==> src/rtl/core/dprs_pkg.sv <==
// ----------------------------------------------------------------------------
// Door poll sequencer package
// Shared widths, codes and word types for the door poll and retry sequencer.
// ----------------------------------------------------------------------------
package dprs_pkg;

  localparam int NUM_DOORS   = 9;
  localparam int MAX_RETRIES = 3;

  localparam int DOOR_W  = $clog2(NUM_DOORS + 1);
  localparam int MASK_W  = NUM_DOORS;
  localparam int RETRY_W = $clog2(MAX_RETRIES + 1);

  localparam logic [DOOR_W-1:0]  FIRST_DOOR  = DOOR_W'(1);
  localparam logic [DOOR_W-1:0]  LAST_DOOR   = DOOR_W'(NUM_DOORS);
  localparam logic [RETRY_W-1:0] RETRY_LIMIT = RETRY_W'(MAX_RETRIES);

  localparam logic [1:0] ACT_START   = 2'd0;
  localparam logic [1:0] ACT_REPLY   = 2'd1;
  localparam logic [1:0] ACT_TIMEOUT = 2'd2;

  localparam logic [1:0] KIND_QUERY = 2'd0;
  localparam logic [1:0] KIND_CLOSE = 2'd1;
  localparam logic [1:0] KIND_DONE  = 2'd2;

  localparam logic [7:0] CODE_POSITION  = 8'h01;
  localparam logic [7:0] CODE_CLOSE     = 8'h03;
  localparam logic [7:0] STATUS_CLOSED  = 8'h01;
  localparam logic [7:0] STATUS_SUCCESS = 8'h00;

  typedef struct packed {
    logic [1:0]        action;
    logic [MASK_W-1:0] skip_mask;
    logic [7:0]        reply_code;
    logic [7:0]        reply_status;
  } in_word_t;

  typedef struct packed {
    logic [1:0]        kind;
    logic [DOOR_W-1:0] door;
    logic [MASK_W-1:0] fail_mask;
  } out_word_t;

  typedef enum logic [1:0] {
    DEC_NONE,
    DEC_WALK,
    DEC_EMIT
  } dec_t;

  typedef enum logic [1:0] {
    ST_IDLE,
    ST_WALK,
    ST_SEND
  } state_t;

  typedef struct packed {
    logic take;
    logic walk;
  } dp_cmd_t;

  typedef struct packed {
    dec_t dec;
    logic walk_done;
  } dp_stat_t;

endpackage

==> src/rtl/core/dprs_datapath.sv <==
// ----------------------------------------------------------------------------
// Door poll sequencer datapath
// Holds the polling state, decides each event and walks past skipped doors.
// ----------------------------------------------------------------------------
module dprs_datapath import dprs_pkg::*; (
  input  logic      clk,
  input  logic      rst,
  input  in_word_t  in_data,
  input  dp_cmd_t   cmd,
  output dp_stat_t  stat,
  output out_word_t out_data
);

  logic [DOOR_W-1:0]  current_door, current_door_next;
  logic [DOOR_W-1:0]  retry_door, retry_door_next;
  logic [RETRY_W-1:0] retry_count, retry_count_next;
  logic [MASK_W-1:0]  failed_doors, failed_doors_next;
  logic [MASK_W-1:0]  skipped_doors, skipped_doors_next;
  logic               last_was_close, last_was_close_next;
  logic [DOOR_W-1:0]  walk_door;
  logic [DOOR_W-1:0]  walk_from;
  dec_t               dec;
  out_word_t          emit_word;
  logic               advance_req;
  logic               close_req;
  logic               walk_hit;
  logic [MASK_W-1:0]  current_bit;

  assign current_bit = MASK_W'(1) << (current_door - FIRST_DOOR);
  assign walk_hit    = !skipped_doors[walk_door - FIRST_DOOR];

  assign advance_req = ((in_data.reply_code == CODE_POSITION) &&
                        (in_data.reply_status == STATUS_CLOSED)) ||
                       ((in_data.reply_code == CODE_CLOSE) &&
                        (in_data.reply_status == STATUS_SUCCESS));
  assign close_req   = ((in_data.reply_code == CODE_POSITION) ||
                        (in_data.reply_code == CODE_CLOSE)) && !advance_req;

  always_comb begin
    current_door_next   = current_door;
    retry_door_next     = retry_door;
    retry_count_next    = retry_count;
    failed_doors_next   = failed_doors;
    skipped_doors_next  = skipped_doors;
    last_was_close_next = last_was_close;
    dec                 = DEC_NONE;
    walk_from           = current_door;
    emit_word           = '{kind: KIND_DONE, door: '0, fail_mask: failed_doors};
    case (in_data.action)
      ACT_START: begin
        skipped_doors_next = in_data.skip_mask;
        current_door_next  = FIRST_DOOR;
        failed_doors_next  = '0;
        dec                = DEC_WALK;
        walk_from          = FIRST_DOOR;
      end
      ACT_REPLY: begin
        if (advance_req) begin
          if (current_door < LAST_DOOR) begin
            current_door_next = current_door + FIRST_DOOR;
            walk_from         = current_door + FIRST_DOOR;
            dec               = DEC_WALK;
          end else begin
            dec = DEC_EMIT;
          end
        end else if (close_req) begin
          last_was_close_next = 1'b1;
          dec                 = DEC_EMIT;
          emit_word = '{kind: KIND_CLOSE, door: current_door, fail_mask: '0};
        end else begin
          dec = DEC_WALK;
        end
      end
      ACT_TIMEOUT: begin
        dec = DEC_WALK;
        if (retry_door == current_door) begin
          if (retry_count < RETRY_LIMIT) begin
            retry_count_next = retry_count + RETRY_W'(1);
          end else begin
            retry_count_next = '0;
            if (current_door < LAST_DOOR) begin
              failed_doors_next = failed_doors | current_bit;
              current_door_next = current_door + FIRST_DOOR;
              walk_from         = current_door + FIRST_DOOR;
            end else begin
              dec = DEC_EMIT;
            end
          end
        end else begin
          retry_door_next  = current_door;
          retry_count_next = RETRY_W'(last_was_close);
        end
      end
      default: begin
        dec = DEC_NONE;
      end
    endcase
  end

  always_ff @(posedge clk) begin
    if (rst) begin
      current_door   <= FIRST_DOOR;
      retry_door     <= '0;
      retry_count    <= '0;
      failed_doors   <= '0;
      skipped_doors  <= '0;
      last_was_close <= 1'b0;
    end else if (cmd.take) begin
      current_door   <= current_door_next;
      retry_door     <= retry_door_next;
      retry_count    <= retry_count_next;
      failed_doors   <= failed_doors_next;
      skipped_doors  <= skipped_doors_next;
      last_was_close <= last_was_close_next;
    end else if (cmd.walk && walk_hit) begin
      current_door   <= walk_door;
      last_was_close <= 1'b0;
    end
  end

  always_ff @(posedge clk) begin
    if (cmd.take) begin
      walk_door <= walk_from;
      if (dec == DEC_EMIT) begin
        out_data <= emit_word;
      end
    end else if (cmd.walk) begin
      if (walk_hit) begin
        out_data <= '{kind: KIND_QUERY, door: walk_door, fail_mask: '0};
      end else if (walk_door == LAST_DOOR) begin
        out_data <= '{kind: KIND_DONE, door: '0, fail_mask: failed_doors};
      end else begin
        walk_door <= walk_door + FIRST_DOOR;
      end
    end
  end

  assign stat.dec       = dec;
  assign stat.walk_done = walk_hit || (walk_door == LAST_DOOR);

endmodule

==> src/rtl/core/dprs_ctrl.sv <==
// ----------------------------------------------------------------------------
// Door poll sequencer controller
// Sequences accept, skip walk and result delivery for one event at a time.
// ----------------------------------------------------------------------------
module dprs_ctrl import dprs_pkg::*; (
  input  logic     clk,
  input  logic     rst,
  input  logic     in_valid,
  output logic     in_ready,
  output logic     out_valid,
  input  logic     out_ready,
  input  dp_stat_t stat,
  output dp_cmd_t  cmd
);

  state_t state, state_next;

  always_ff @(posedge clk) begin
    if (rst) begin
      state <= ST_IDLE;
    end else begin
      state <= state_next;
    end
  end

  always_comb begin
    state_next = state;
    in_ready   = 1'b0;
    out_valid  = 1'b0;
    cmd.take   = 1'b0;
    cmd.walk   = 1'b0;
    case (state)
      ST_IDLE: begin
        in_ready = 1'b1;
        cmd.take = in_valid;
        if (in_valid) begin
          case (stat.dec)
            DEC_WALK: state_next = ST_WALK;
            DEC_EMIT: state_next = ST_SEND;
            default:  state_next = ST_IDLE;
          endcase
        end
      end
      ST_WALK: begin
        cmd.walk = 1'b1;
        if (stat.walk_done) begin
          state_next = ST_SEND;
        end
      end
      ST_SEND: begin
        out_valid = 1'b1;
        if (out_ready) begin
          state_next = ST_IDLE;
        end
      end
      default: begin
        state_next = ST_IDLE;
      end
    endcase
  end

endmodule

==> src/rtl/core/door_poll_retry_sequencer_unit.sv <==
// ----------------------------------------------------------------------------
// Door poll and retry sequencer
// Turns start, reply and timeout events into query, close and done words.
// ----------------------------------------------------------------------------
// Each input word is decided in the cycle it is accepted. A word that needs a
// position query then walks the skip mask one door per cycle from the door it
// starts at, examining 1 to 9 doors before its result is shown. Close and done
// results that need no walk are shown the cycle after acceptance, and an
// unknown action gives no result and leaves the input ready for the next word.
// The result is held until taken, and the next word is accepted in the cycle
// after that.
module door_poll_retry_sequencer_unit import dprs_pkg::*; (
  input  logic      clk,
  input  logic      rst,
  input  logic      in_valid,
  output logic      in_ready,
  input  in_word_t  in_data,
  output logic      out_valid,
  input  logic      out_ready,
  output out_word_t out_data
);

  dp_cmd_t  cmd;
  dp_stat_t stat;

  dprs_ctrl u_ctrl (
    .clk       (clk),
    .rst       (rst),
    .in_valid  (in_valid),
    .in_ready  (in_ready),
    .out_valid (out_valid),
    .out_ready (out_ready),
    .stat      (stat),
    .cmd       (cmd)
  );

  dprs_datapath u_datapath (
    .clk      (clk),
    .rst      (rst),
    .in_data  (in_data),
    .cmd      (cmd),
    .stat     (stat),
    .out_data (out_data)
  );

endmodule

==> config.mk <==
export PLATFORM = sky130hd
export DESIGN_NAME = door_poll_retry_sequencer_unit
export DESIGN_NICKNAME = d
export VERILOG_FILES = /design/src/rtl/core/dprs_pkg.sv /design/src/rtl/core/dprs_datapath.sv /design/src/rtl/core/dprs_ctrl.sv /design/src/rtl/core/door_poll_retry_sequencer_unit.sv
export SDC_FILE = /design/constraint.sdc
export NUM_CORES = 1
export LEC_CHECK = 0
export ABC_CLOCK_PERIOD_IN_PS = 4040
export BUFFER_PORTS_ARGS = -buffer_cell sky130_fd_sc_hd__buf_2
export CAP_MARGIN = 15
export CELL_PAD_IN_SITES_DETAIL_PLACEMENT = 1
export CELL_PAD_IN_SITES_GLOBAL_PLACEMENT = 2
export CORE_MARGIN = 1
export CORE_UTILIZATION = 30
export CTS_CLUSTER_SIZE = 20
export DETAILED_ROUTE_END_ITERATION = 16
export PLACE_DENSITY_LB_ADDON = 0.1
export SLEW_MARGIN = 20
export SYNTH_ARGS = -nofsm -noshare
export SYNTH_HDL_FRONTEND = slang
export SYNTH_SLANG_ARGS = --single-unit
==> constraint.sdc <==
create_clock -name clk -period 4.04 [get_ports clk]
set_clock_uncertainty 0.2 [all_clocks]
set_input_delay 0.202 -clock clk [delete_from_list [all_inputs] [get_ports clk]]
set_output_delay 0.202 -clock clk [all_outputs]
set_load 0.05 [all_outputs]
==> results of run 1 <==
## logic make-up after synthesis
| kind of cell | Yosys count | share of synthesized area [%] |
|---|---|---|
| simple gates | 102 | 20.73 |
| compound gates | 61 | 17.83 |
| flops | 50 | 45.38 |
| buf+inv | 25 | 4.671 |
| fa+ha+maj | 11 | 5.243 |
| xor+xnor | 9 | 3.289 |
| mux | 5 | 2.860 |
## power by group through the flow
stage	Sequential [uW]	Clock [uW]	Combinational (uW)
after floorplan	601	0	136
after global placement	590	0	203
after detailed placement	590	0	204
after CTS	579	372	212
after global routing	583	393	230
final	578	353	209
## worst paths after layout
path | start | to | slack [ns] | cells after the start
setup reg to reg | u_datapath.walk_door[0] | u_datapath.out_data[3] | 0.77 | 7
hold / removal | out_ready | u_ctrl.state[1] | 0.08 | 5
setup / recovery | u_datapath.walk_door[0] | u_datapath.out_data[3] | 0.77 | 7
hold reg to reg | u_datapath.skipped_doors[5] | u_datapath.skipped_doors[5] | 0.27 | 2
## area by class of cell
type | count | share of cell area (%)
multi-input combinational | 188 | 42.00
sequential | 50 | 38.16
timing repair buffer | 59 | 11.14
tap | 105 | 4.208
clock buffer | 6 | 2.325
clock inverter | 2 | 1.202
inverter | 8 | 0.9619
## state kept, by name, summed over array words and instances, names as in the netlist
signal,flops
u_datapath.last_was_close,1
u_datapath.failed_doors,9
u_datapath.current_door,4
u_datapath.walk_door,4
u_ctrl.state,2
u_datapath.skipped_doors,9
u_datapath.out_data,15
u_datapath.retry_door,4
u_datapath.retry_count,2
## layout by cell type (no fill, tap or decap), types with 3 or more instances in the layout
| master | count |
|---|---|
| sky130_fd_sc_hd__a22o_1 | 8 |
| sky130_fd_sc_hd__buf_4 | 3 |
| sky130_fd_sc_hd__dfxtp_1 | 31 |
| sky130_fd_sc_hd__nand2_1 | 31 |
| sky130_fd_sc_hd__nand3_1 | 8 |
| sky130_fd_sc_hd__and2_1 | 11 |
| sky130_fd_sc_hd__nand4_1 | 5 |
| sky130_fd_sc_hd__nor3_1 | 8 |
| sky130_fd_sc_hd__nor2b_1 | 3 |
| sky130_fd_sc_hd__buf_2 | 47 |
| sky130_fd_sc_hd__mux2i_1 | 3 |
| sky130_fd_sc_hd__dlygate4sd3_1 | 9 |
| sky130_fd_sc_hd__ha_1 | 11 |
| sky130_fd_sc_hd__edfxtp_1 | 19 |
| sky130_fd_sc_hd__clkbuf_8 | 5 |
| sky130_fd_sc_hd__xor2_1 | 7 |
| sky130_fd_sc_hd__a21oi_1 | 22 |
| sky130_fd_sc_hd__inv_1 | 8 |
| sky130_fd_sc_hd__nor2_1 | 20 |
| sky130_fd_sc_hd__o21ai_0 | 4 |
| sky130_fd_sc_hd__a32o_2 | 3 |
## worst register-to-register path, stage by stage (launching register included)
cell	delay, ns
sky130_fd_sc_hd__edfxtp_1	0.62
sky130_fd_sc_hd__inv_1	0.09
sky130_fd_sc_hd__ha_1	0.36
sky130_fd_sc_hd__mux4_2	0.51
sky130_fd_sc_hd__a31oi_1	0.19
sky130_fd_sc_hd__o21a_1	0.19
sky130_fd_sc_hd__nand3b_2	0.22
sky130_fd_sc_hd__nand2_1	0.53
## repair_timing
| item | CTS | global route |
|---|---|---|
| buffers inserted | 0 | 0 |
| hold buffers | 9 | 0 |
| endpoints found under the hold margin | 9 | 0 |
| endpoints found under the setup margin | 0 | 0 |
## through the flow
step	worst slack, ns	area, sq um
6_report	0.7653	3122
5_1_grt	0.4967	3122
4_1_cts	0.7241	3122
3_5_place_dp	0.7437	2922
3_3_place_gp	0.8597	2922
2_1_floorplan	1.145	2625
## per-layer routing
layer  routed length, um  share of wire (%)  track usage [%]  vias to the layer above
met1                3248                 50            21.29                     1006
met3                 221                3.4            2.871                        6
met4                  69                1.1            4.104                        0
met2                2965                 46            24.11                       31
met5                   0                  0                0                        -
li1                    -                  -                -                     1050
==> key figures, run 1 <==
Synthesis
  – Post-synthesis cell type count: 53
  – Sequential-to-total area share from yosys stat: approximately 45%
  – Yosys warns: 0
  – Cell taking the most area after synthesis: sky130_fd_sc_hd__dfxtp_1
  – Post-synthesis net count: 305
  – Top cells by area in the synthesized netlist: sky130_fd_sc_hd__dfxtp_1 24%, sky130_fd_sc_hd__edfxtp_1 22%, sky130_fd_sc_hd__ha_1 5.2%, sky130_fd_sc_hd__nand2_1 4.4%, sky130_fd_sc_hd__a21oi_1 4.2%
  – Commonest cells in the netlist: 31 x sky130_fd_sc_hd__dfxtp_1, 31 x sky130_fd_sc_hd__nand2_1, 22 x sky130_fd_sc_hd__a21oi_1
  – Post-synth EDFFs: 19
  – Share of the synthesized area in the top cell type: about a quarter
  – Top flip-flop cell by instance count after synthesis: sky130_fd_sc_hd__dfxtp_1
  – Post-synthesis area per instance: between 9 and 10 sq um
  – Cells after synthesis: 263
  – Register bit total from synthesis: 50
  – Async set-reset flop share out of synthesis: 0%
  – Synthesized cell area: approximately 0.0026 sq mm

Critical path
  – Startpoint type of the worst setup path: register
  – Critical-path cell list: inv_1, ha_1, mux4_2, a31oi_1, o21a_1, nand3b_2, nand2_1
  – Nature of the critical path endpoint: register
  – Critical Path Slowest Stage Cell: sky130_fd_sc_hd__edfxtp_1
  – WP data arrival: ~3.0 ns
  – Largest stage delay on the critical path: a little over 0.6 ns
  – Cell family with most CP delay: simple AND/OR/NAND/NOR gates
  – Number of buffer and inverter stages on the critical path: 1
  – Setup CP Type: register to register
  – Crit path required time: about 3.8 ns
  – Maximum fanout along the worst path: 15

Global route
  – Maximum number of pins on one net before global-route repair: 26
  – Vias in the first global route: 2,112
  – Total Routing Usage GR: between 10% and 20%
  – GR Overflow Total: 0
  – First-pass GRT wire length: 10,630 um
  – Number of antenna violations at the first check in global routing: 0

Die
  – Top-level I/O count: 48
  – Die Span Y: around 96 um
  – Die width: between 90 and 100 um
  – Number of core rows: 33
  – Full die area: ~0.009 sq mm
  – Initial core utilization: 31.47%
  – Area of the placeable core: between 0.008 and 0.009 sq mm

STA
  – Final number of max-transition violations: 0
  – Slew of the pin with the lowest slew margin: 0.6539 ns
  – Setup TNS: 0 ns
  – Final hold violation count: 0
  – Period utilisation layout: just over 80%
  – Maximum clock rate: between 300 and 400 MHz
  – Worst hold-check slack: about 0.08 ns
  – Shortest clock period the worst path allows after layout: around 3.3 ns
  – Setup repair after global routing missed its margin: false
  – Worst slew margin relative to its limit: a little under three fifths
  – Total of endpoints with negative setup slack in the final report: 0

Layout
  – Count of fill cells added during filler insertion: 1,005
  – Signed area change from the synthesized netlist to the final layout: 18.92%
  – Fraction of layout instances using a drive strength above 1: between 20% and 30%
  – Number of diodes added for antenna fixing: 0
  – Final cell count without fillers: between 400 and 500
  – Area occupied by multi-input gates: about 0.0013 sq mm
  – Count of nets after finishing: between 300 and 400
  – Reg area: roughly 0.0012 sq mm
  – End-of-flow core utilization: a little under two fifths

Placed design
  – Cell count after placement: roughly 400
  – Port-buffer cells: between 40 and 50
  – Routability Congestion: 0.8550
  – Hpwl dp: around 4900 um

Power and ir drop
  – Worst-case vdd ir drop: 0.1607 mV
  – Flop pwr share: 50.7%
  – Net switching power of the design: ~330 uW
  – Combinational cell fraction of total power: 18.3%
  – Ratio of total power to cell area: around 370 mW/mm^2
  – Clock group share of total power: a little under a third
  – Static Leakage: between 0.001 and 0.0015 uW
  – Total Power Consumption: 1140 uW
  – Switching part of the total power: between 20% and 30%
  – Internal power of the cells: a little over 800 uW

Detailed routing
  – First-pass iteration count of the detailed router: 4
  – Total Wirelength: 6505 um
  – DR iter-0 viols: approximately 50
  – Via count normalized by instance count: ~5
  – Antenna-violating nets left: 0
  – Routed wire length per instance: 15.56 um
  – Number of vias after detailed routing: between 2k and 2.5k
  – Detailed-route DRC error count: 0

Clock network
  – Max H-tree Level: 2
  – Worst skew pair latency: ~0.31 ns
  – Cts bufs inserted: 5
  – Clock transition at path regs: around 0.090 ns
  – Root Buffer Master: sky130_fd_sc_hd__clkbuf_8
  – Number of clock sinks: 50
  – Cts repair resizes: 0
  – Longest Clk Path Bufs: 2
  – CTS tree: yes

Status
  – Run status: complete, no violations

Flow run
  – Max Cap Violations: 0

Hold path
  – Worst min path class: input pin to register
Power figures use the tool's default switching activity.
==> run 2, diff against run 1 <==
--- a/config.mk
+++ b/config.mk
@@ -5,13 +5,14 @@
 export SDC_FILE = /design/constraint.sdc
 export NUM_CORES = 1
 export LEC_CHECK = 0
-export ABC_CLOCK_PERIOD_IN_PS = 4040
+export ABC_AREA = 1
+export ABC_CLOCK_PERIOD_IN_PS = 2700
 export BUFFER_PORTS_ARGS = -buffer_cell sky130_fd_sc_hd__buf_2
 export CAP_MARGIN = 15
 export CELL_PAD_IN_SITES_DETAIL_PLACEMENT = 1
 export CELL_PAD_IN_SITES_GLOBAL_PLACEMENT = 2
 export CORE_MARGIN = 1
-export CORE_UTILIZATION = 30
+export CORE_UTILIZATION = 29
 export CTS_CLUSTER_SIZE = 20
 export DETAILED_ROUTE_END_ITERATION = 16
 export PLACE_DENSITY_LB_ADDON = 0.1
==> constraint.sdc (replaced) <==
create_clock -name clk -period 2.7 [get_ports clk]
set_clock_uncertainty 0.2 [all_clocks]
set_input_delay 0.135 -clock clk [delete_from_list [all_inputs] [get_ports clk]]
set_output_delay 0.135 -clock clk [all_outputs]
set_load 0.05 [all_outputs]
==> key figures, run 2 <==
Status
  – Run status: complete, no violations

Detailed routing
  – Detailed-route DRC error count: 0 (unchanged)
  – DR iter-0 viols: 103 (+100%)
  – Antenna-violating nets left: 0 (unchanged)
  – Via count normalized by instance count: 4.658 (-7.0%)
  – Number of vias after detailed routing: 2,660 (+27%)
  – Routed wire length per instance: 13.77 um (-12%)
  – Total Wirelength: 7864 um (+21%)
  – First-pass iteration count of the detailed router: 4 (unchanged)

Clock network
  – Root Buffer Master: sky130_fd_sc_hd__clkbuf_8
  – Longest Clk Path Bufs: 2 (unchanged)
  – Worst skew pair latency: 0.32 ns (about the same)
  – CTS tree: yes
  – Cts bufs inserted: 5 (unchanged)
  – Clock transition at path regs: 0.10 ns (about the same)
  – Cts repair resizes: 0 (unchanged)
  – Max H-tree Level: 2 (unchanged)
  – Post-CTS setup buffers: 0 (unchanged)
  – Number of clock sinks: 50 (unchanged)

STA
  – Period utilisation layout: 89.84% (+8.8 points)
  – Maximum clock rate: 412.3 MHz (+35%)
  – Final hold violation count: 0 (unchanged)
  – Shortest clock period the worst path allows after layout: 2.426 ns (-0.8491 ns)
  – Setup TNS: 0 ns (unchanged)
  – Final number of max-transition violations: 0 (unchanged)
  – Slew of the pin with the lowest slew margin: 0.4596 ns (-0.1944 ns)
  – Worst slew margin relative to its limit: 69.25% (+13 points)
  – Worst hold-check slack: 0.04101 ns (-0.03891 ns)
  – Total of endpoints with negative setup slack in the final report: 0 (unchanged)
  – Setup repair after global routing missed its margin: false

Critical path
  – Crit path required time: 2.58 ns (-1.21 ns)
  – Startpoint type of the worst setup path: register
  – Maximum fanout along the worst path: 15 (unchanged)
  – WP data arrival: 2.31 ns (-0.71 ns)
  – Setup CP Type: register to register
  – Nature of the critical path endpoint: register

Power and ir drop
  – Static Leakage: 0.001594 uW (+29%)
  – Worst-case vdd ir drop: 0.1953 mV (+22%)
  – Ratio of total power to cell area: 587.9 mW/mm^2 (+61%)

Layout
  – Fraction of layout instances using a drive strength above 1: 19.91% (-4.1 points)
  – Count of nets after finishing: 483 (+36%)
  – Leading cell types in the layout, fill and taps excluded: 69 x sky130_fd_sc_hd__nand2_1, 49 x sky130_fd_sc_hd__nand3_1, 47 x sky130_fd_sc_hd__buf_2
  – Signed area change from the synthesized netlist to the final layout: 24.36%
  – Commonest non-fill, non-tap cell in the layout: sky130_fd_sc_hd__nand2_1
  – Register with the most flip-flops: u_datapath.out_data
  – Count of fill cells added during filler insertion: 1,180 (+17%)
  – End-of-flow core utilization: 37.73% (+0.30 points)
  – Largest registers in the final layout: u_datapath.out_data x15, u_datapath.failed_doors x9, u_datapath.skipped_doors x9
  – Final cell count without fillers: 571 (+37%)
  – Number of diodes added for antenna fixing: 0 (unchanged)
  – Number of flip-flops under the largest register name: 15 (unchanged)

Synthesis
  – Synthesized-area fraction occupied by xor and xnor cells: 2.476% (-0.81 points)
  – Post-synth EDFFs: 19 (unchanged)
  – Main combinational cell family by area after synthesis: simple AND/OR/NAND/NOR gates
  – Async set-reset flop share out of synthesis: 0% (unchanged)
  – Register bit total from synthesis: 50 (unchanged)
  – Post-synthesis cell type count: 34 (-36%)
  – Area fraction in compound gates after synthesis: 11.72% (-6.1 points)
  – Top cells by area in the synthesized netlist: sky130_fd_sc_hd__dfxtp_1 22%, sky130_fd_sc_hd__edfxtp_1 20%, sky130_fd_sc_hd__nand2_1 9.2%, sky130_fd_sc_hd__nand3_1 8.7%, sky130_fd_sc_hd__inv_1 6.0%
  – Fraction of the mapped netlist area in adder cells: 4.863% (-0.38 points)
  – Top flip-flop cell by instance count after synthesis: sky130_fd_sc_hd__dfxtp_1
  – Cell taking the most area after synthesis: sky130_fd_sc_hd__dfxtp_1
  – Sequential-to-total area share from yosys stat: 42.09% (-3.3 points)
  – Synthesized cell area: 0.002830 sq mm (+7.8%)
  – Fraction of the mapped netlist area in simple logic gates: 30.33% (+9.6 points)
  – Most common cell in the netlist: sky130_fd_sc_hd__nand2_1
  – Cells after synthesis: 370 (+41%)
  – Post-synthesis net count: 412 (+35%)
  – Share of the synthesized area in the top cell type: 21.93% (-1.7 points)
  – Post-synthesis area per instance: 7.649 sq um (-23%)
  – Commonest cells in the netlist: 69 x sky130_fd_sc_hd__nand2_1, 49 x sky130_fd_sc_hd__nand3_1, 45 x sky130_fd_sc_hd__inv_1
  – Share of synthesized area spent on multiplexers: 0% (-2.9 points)
  – Yosys warns: 0 (unchanged)

Flow run
  – Max Cap Violations: 0 (unchanged)

Global route
  – First-pass GRT wire length: 13,280 um (+25%)
  – Number of antenna violations at the first check in global routing: 0 (unchanged)
  – Total Routing Usage GR: 16.85% (+1.6 points)
  – Vias in the first global route: 2,657 (+26%)
  – Maximum number of pins on one net before global-route repair: 19 (-27%)
  – GR Overflow Total: 0 (unchanged)

Die
  – Die Span Y: 100.8 um (+5.5%)
  – Number of core rows: 35 (+6.1%)
  – Top-level I/O count: 48 (unchanged)
  – Die width: 100.8 um (+5.5%)
  – Full die area: 0.01016 sq mm (+11%)
  – Initial core utilization: 30.34% (-1.1 points)
  – Area of the placeable core: 0.009328 sq mm (+12%)

Hold path
  – Worst min path class: input pin to register

Placed design
  – Cell count after placement: 548 (+37%)
  – Hpwl dp: 6022 um (+22%)
  – Routability Congestion: 0.7865 (-8.0%)
  – Port-buffer cells: 47 (unchanged)
-- run 2: through the flow --
stage,instance area (sq um),power (uW),setup WS [ns]
4_1_cts,3520,2100,0.2539
5_1_grt,3520,2206,0.1127
3_5_place_dp,3272,1594,0.2694
2_1_floorplan,2830,1396,0.3164
6_report,3520,2069,0.2744
3_3_place_gp,3272,1592,0.3804
-- run 2: kinds of logic after synthesis --
kind of cell,count (synthesis)
AOI/OAI and AO/OA,62
xor gates and xnor gates,8
adders and majority gates,11
buffers and inverters,61
DFF,50
and+or+nand+nor,178
-- run 2: repair_timing --
item | CTS | global route
setup endpoints to repair | 0 | 0
hold buffers | 15 | 0
endpoints found under the hold margin | 12 | 0
-- run 2: path summary, 6_finish.rpt --
| path | startpoint | endpoint | slack [ns] | depth (start not counted) |
|---|---|---|---|---|
| setup reg to reg | u_datapath.walk_door[1] | u_datapath.out_data[0] | 0.27 | 11 |
| hold reg to reg | u_datapath.skipped_doors[0] | u_datapath.skipped_doors[0] | 0.26 | 2 |
| hold / removal | in_data[26] | u_ctrl.state[0] | 0.04 | 4 |
| setup / recovery | u_datapath.walk_door[1] | u_datapath.out_data[0] | 0.27 | 11 |
-- run 2: critical path, cell delays in order (launching register included) --
cell and delay, ns:
sky130_fd_sc_hd__edfxtp_1 0.43, sky130_fd_sc_hd__inv_1 0.10, sky130_fd_sc_hd__ha_1 0.35, sky130_fd_sc_hd__inv_1 0.08, sky130_fd_sc_hd__nor3_1 0.16, sky130_fd_sc_hd__nand2_1 0.07, sky130_fd_sc_hd__or2_4 0.27, sky130_fd_sc_hd__nand3_4 0.13
sky130_fd_sc_hd__nand3_1 0.09, sky130_fd_sc_hd__nand2_1 0.09, sky130_fd_sc_hd__inv_1 0.07, sky130_fd_sc_hd__buf_12 0.15
-- run 2: area by class of cell --
cell class                      instances  area [sq um]  area share, %
Clock buffer                            5         68.82          1.955
Clock inverter                          3         28.78         0.8176
Inverter                               53         198.9          5.652
Multi-Input combinational cell        259          1398          39.71
Sequential cell                        50          1191          33.84
Tap cell                              129         161.4          4.586
Timing Repair Buffer                   72         473.0          13.44
-- run 2: report_power, final --
part	internal [uW]	total, uW	switching (uW)
clock	193	479	286
combinational	232	687	456
sequential	851	903	51.4
-- run 2: per-layer routing --
layer | GRT usage [%] | share of wire, % | up-vias
met5 | 0 | 0 | -
met4 | 4.459 | 1.3 | 0
met3 | 2.150 | 3.8 | 8
met2 | 27.34 | 45 | 60
met1 | 23.57 | 49 | 1232
li1 | - | - | 1360
==> run 3, diff against run 2 <==
--- a/config.mk
+++ b/config.mk
@@ -16,6 +16,7 @@
 export CTS_CLUSTER_SIZE = 20
 export DETAILED_ROUTE_END_ITERATION = 16
 export PLACE_DENSITY_LB_ADDON = 0.1
+export RECOVER_POWER = 50
 export SLEW_MARGIN = 20
 export SYNTH_ARGS = -nofsm -noshare
 export SYNTH_HDL_FRONTEND = slang
==> key figures, run 3 (synthesis gave the netlist of run 2 again) <==
Clock network
  – Clock transition at path regs: 0.10 ns (about the same)
  – Max H-tree Level: 2 (unchanged)
  – Number of clock sinks: 50 (unchanged)
  – CTS tree: yes
  – Root Buffer Master: sky130_fd_sc_hd__clkbuf_8
  – Longest Clk Path Bufs: 2 (unchanged)
  – Worst skew pair latency: 0.32 ns (about the same)
  – Cts bufs inserted: 5 (unchanged)
  – Cts repair resizes: 0 (unchanged)

STA
  – Maximum clock rate: 412.6 MHz (about the same)
  – Worst hold-check slack: 0.03385 ns (-0.007162 ns)
  – Setup slack of the critical path after layout: 0.2764 ns (+0.001994 ns)
  – Slew of the pin with the lowest slew margin: 0.6127 ns (+0.1531 ns)
  – Setup repair after global routing missed its margin: false
  – Final number of max-transition violations: 0 (unchanged)
  – Total of endpoints with negative setup slack in the final report: 0 (unchanged)
  – Period utilisation layout: 89.76% (about the same)
  – Setup TNS: 0 ns (unchanged)
  – Final hold violation count: 0 (unchanged)
  – Shortest clock period the worst path allows after layout: 2.424 ns (-0.001994 ns)
  – Worst slew margin relative to its limit: 59.33% (-9.9 points)

Die
  – Top-level I/O count: 48 (unchanged)
  – Number of core rows: 35 (unchanged)
  – Die width: 100.8 um (unchanged)
  – Area of the placeable core: 0.009328 sq mm (unchanged)
  – Full die area: 0.01016 sq mm (unchanged)
  – Die Span Y: 100.8 um (unchanged)
  – Initial core utilization: 30.34% (unchanged)

Layout
  – End-of-flow core utilization: 37.17% (-0.56 points)
  – Count of nets after finishing: 483 (unchanged)
  – Commonest non-fill, non-tap cell in the layout: sky130_fd_sc_hd__nand2_1
  – Leading cell types in the layout, fill and taps excluded: 71 x sky130_fd_sc_hd__nand2_1, 49 x sky130_fd_sc_hd__nand3_1, 47 x sky130_fd_sc_hd__inv_1
  – Signed area change from the synthesized netlist to the final layout: 22.50%
  – Largest registers in the final layout: u_datapath.out_data x15, u_datapath.failed_doors x9, u_datapath.skipped_doors x9
  – Number of flip-flops under the largest register name: 15 (unchanged)
  – Register with the most flip-flops: u_datapath.out_data
  – Number of diodes added for antenna fixing: 0 (unchanged)
  – Fraction of layout instances using a drive strength above 1: 14.48% (-5.4 points)

Detailed routing
  – Antenna-violating nets left: 0 (unchanged)
  – First-pass iteration count of the detailed router: 4 (unchanged)
  – Routed wire length per instance: 13.82 um (+0.37%)
  – Via count normalized by instance count: 4.637 (-0.45%)
  – DR iter-0 viols: 104 (+0.97%)
  – Total Wirelength: 7893 um (+0.37%)
  – Detailed-route DRC error count: 0 (unchanged)
  – Number of vias after detailed routing: 2,648 (-0.45%)

Placed design
  – Pre-CTS worst setup slack: 0.2694 ns (unchanged)
  – Hpwl dp: 6022 um (unchanged)
  – Routability Congestion: 0.7865 (unchanged)
  – Port-buffer cells: 47 (unchanged)

Power and ir drop
  – Static Leakage: 0.001535 uW (-3.7%)
  – Ratio of total power to cell area: 592.7 mW/mm^2 (+0.82%)
  – Worst-case vdd ir drop: 0.1989 mV (+1.9%)
  – Total Power Consumption: 2055 uW (-0.69%)

Hold path
  – Worst min path class: input pin to register

Critical path
  – Setup slack of the most critical reg-to-reg path: 0.28 ns (about the same)
  – Destination of the worst register-to-register timing path: u_datapath.out_data[0]
  – Worst setup path end: u_datapath.out_data[0]
  – Nature of the critical path endpoint: register
  – Worst-case reg-to-reg path depth: 11 (unchanged)
  – WP data arrival: 2.31 ns (about the same)
  – Launch point of the critical path: u_datapath.walk_door[1]
  – Crit path required time: 2.59 ns (about the same)
  – Setup CP Type: register to register
  – Startpoint type of the worst setup path: register
  – RR Startpoint: u_datapath.walk_door[1]
  – Maximum fanout along the worst path: 15 (unchanged)

Global route
  – Total Routing Usage GR: 16.85% (unchanged)
  – GR Overflow Total: 0 (unchanged)
  – Number of antenna violations at the first check in global routing: 0 (unchanged)
  – First-pass GRT wire length: 13,280 um (unchanged)
  – Vias in the first global route: 2,657 (unchanged)
  – Maximum number of pins on one net before global-route repair: 19 (unchanged)

Status
  – Run status: complete, no violations

Flow run
  – Max Cap Violations: 0 (unchanged)
-- run 3: cell types whose count changed in the layout (fill, tap and decap cells not counted), sizes merged --
cell,delta
buf,-18
clkbuf,+18
-- run 3: final cells by class --
type,count,area (sq um)
clock buffers,5,68.82
clock inverters,3,28.78
fillers,1196,5861
inverters,53,198.9
multi-input cells,259,1370
flip-flops and latches,50,1191
well taps,129,161.4
repair buffers,72,447.9
-- run 3: per-stage QoR --
step | area (sq um) | cells
after detailed placement | 3272 | 548
after global placement | 3272 | 548
after CTS | 3520 | 571
final | 3467 | 571
after global routing | 3467 | 571
after floorplan | 2830 | 370
-- run 3: where the power goes --
| group | total, uW | internal (uW) | switching [uW] |
|---|---|---|---|
| Clock | 482 | 193 | 289 |
| Combinational | 669 | 223 | 446 |
| Sequential | 904 | 852 | 52.4 |
| Total | 2050 | 1270 | 787 |
-- run 3: layer usage --
metal  share of wire [%]  routed length, um  GRT usage, %
met4                 1.3                101         4.459
met5                   0                  0             0
met3                 4.0                315         2.150
met2                  45               3560         27.34
met1                  50               3916         23.57
-- run 3: repair_timing --
action / 4_1_cts / 5_1_grt
endpoints found under the hold margin: 12 / 0
setup buffers: 0 / 0
hold buffers: 15 / 0
-- run 3: worst min-delay path by stage --
| stage | start | endpoint | depth (start not counted) |
|---|---|---|---|
| after floorplan | in_data[17] | u_datapath.skipped_doors[1] | 2 |
| after global placement | in_data[20] | u_datapath.skipped_doors[4] | 3 |
| after detailed placement | in_data[21] | u_datapath.skipped_doors[5] | 3 |
| after CTS | in_data[26] | u_ctrl.state[0] | 4 |
| after global routing | in_data[26] | u_ctrl.state[0] | 4 |
| final | in_data[26] | u_ctrl.state[0] | 4 |
-- run 3: worst max-delay path, stage by stage (launching register included) --
cell	delay (ns)
sky130_fd_sc_hd__edfxtp_1	0.43
sky130_fd_sc_hd__inv_1	0.10
sky130_fd_sc_hd__ha_1	0.35
sky130_fd_sc_hd__inv_1	0.08
sky130_fd_sc_hd__nor3_1	0.16
sky130_fd_sc_hd__nand2_1	0.07
sky130_fd_sc_hd__or2_4	0.27
sky130_fd_sc_hd__nand3_4	0.13
sky130_fd_sc_hd__nand3_1	0.09
sky130_fd_sc_hd__nand2_1	0.08
sky130_fd_sc_hd__inv_1	0.07
sky130_fd_sc_hd__buf_12	0.15
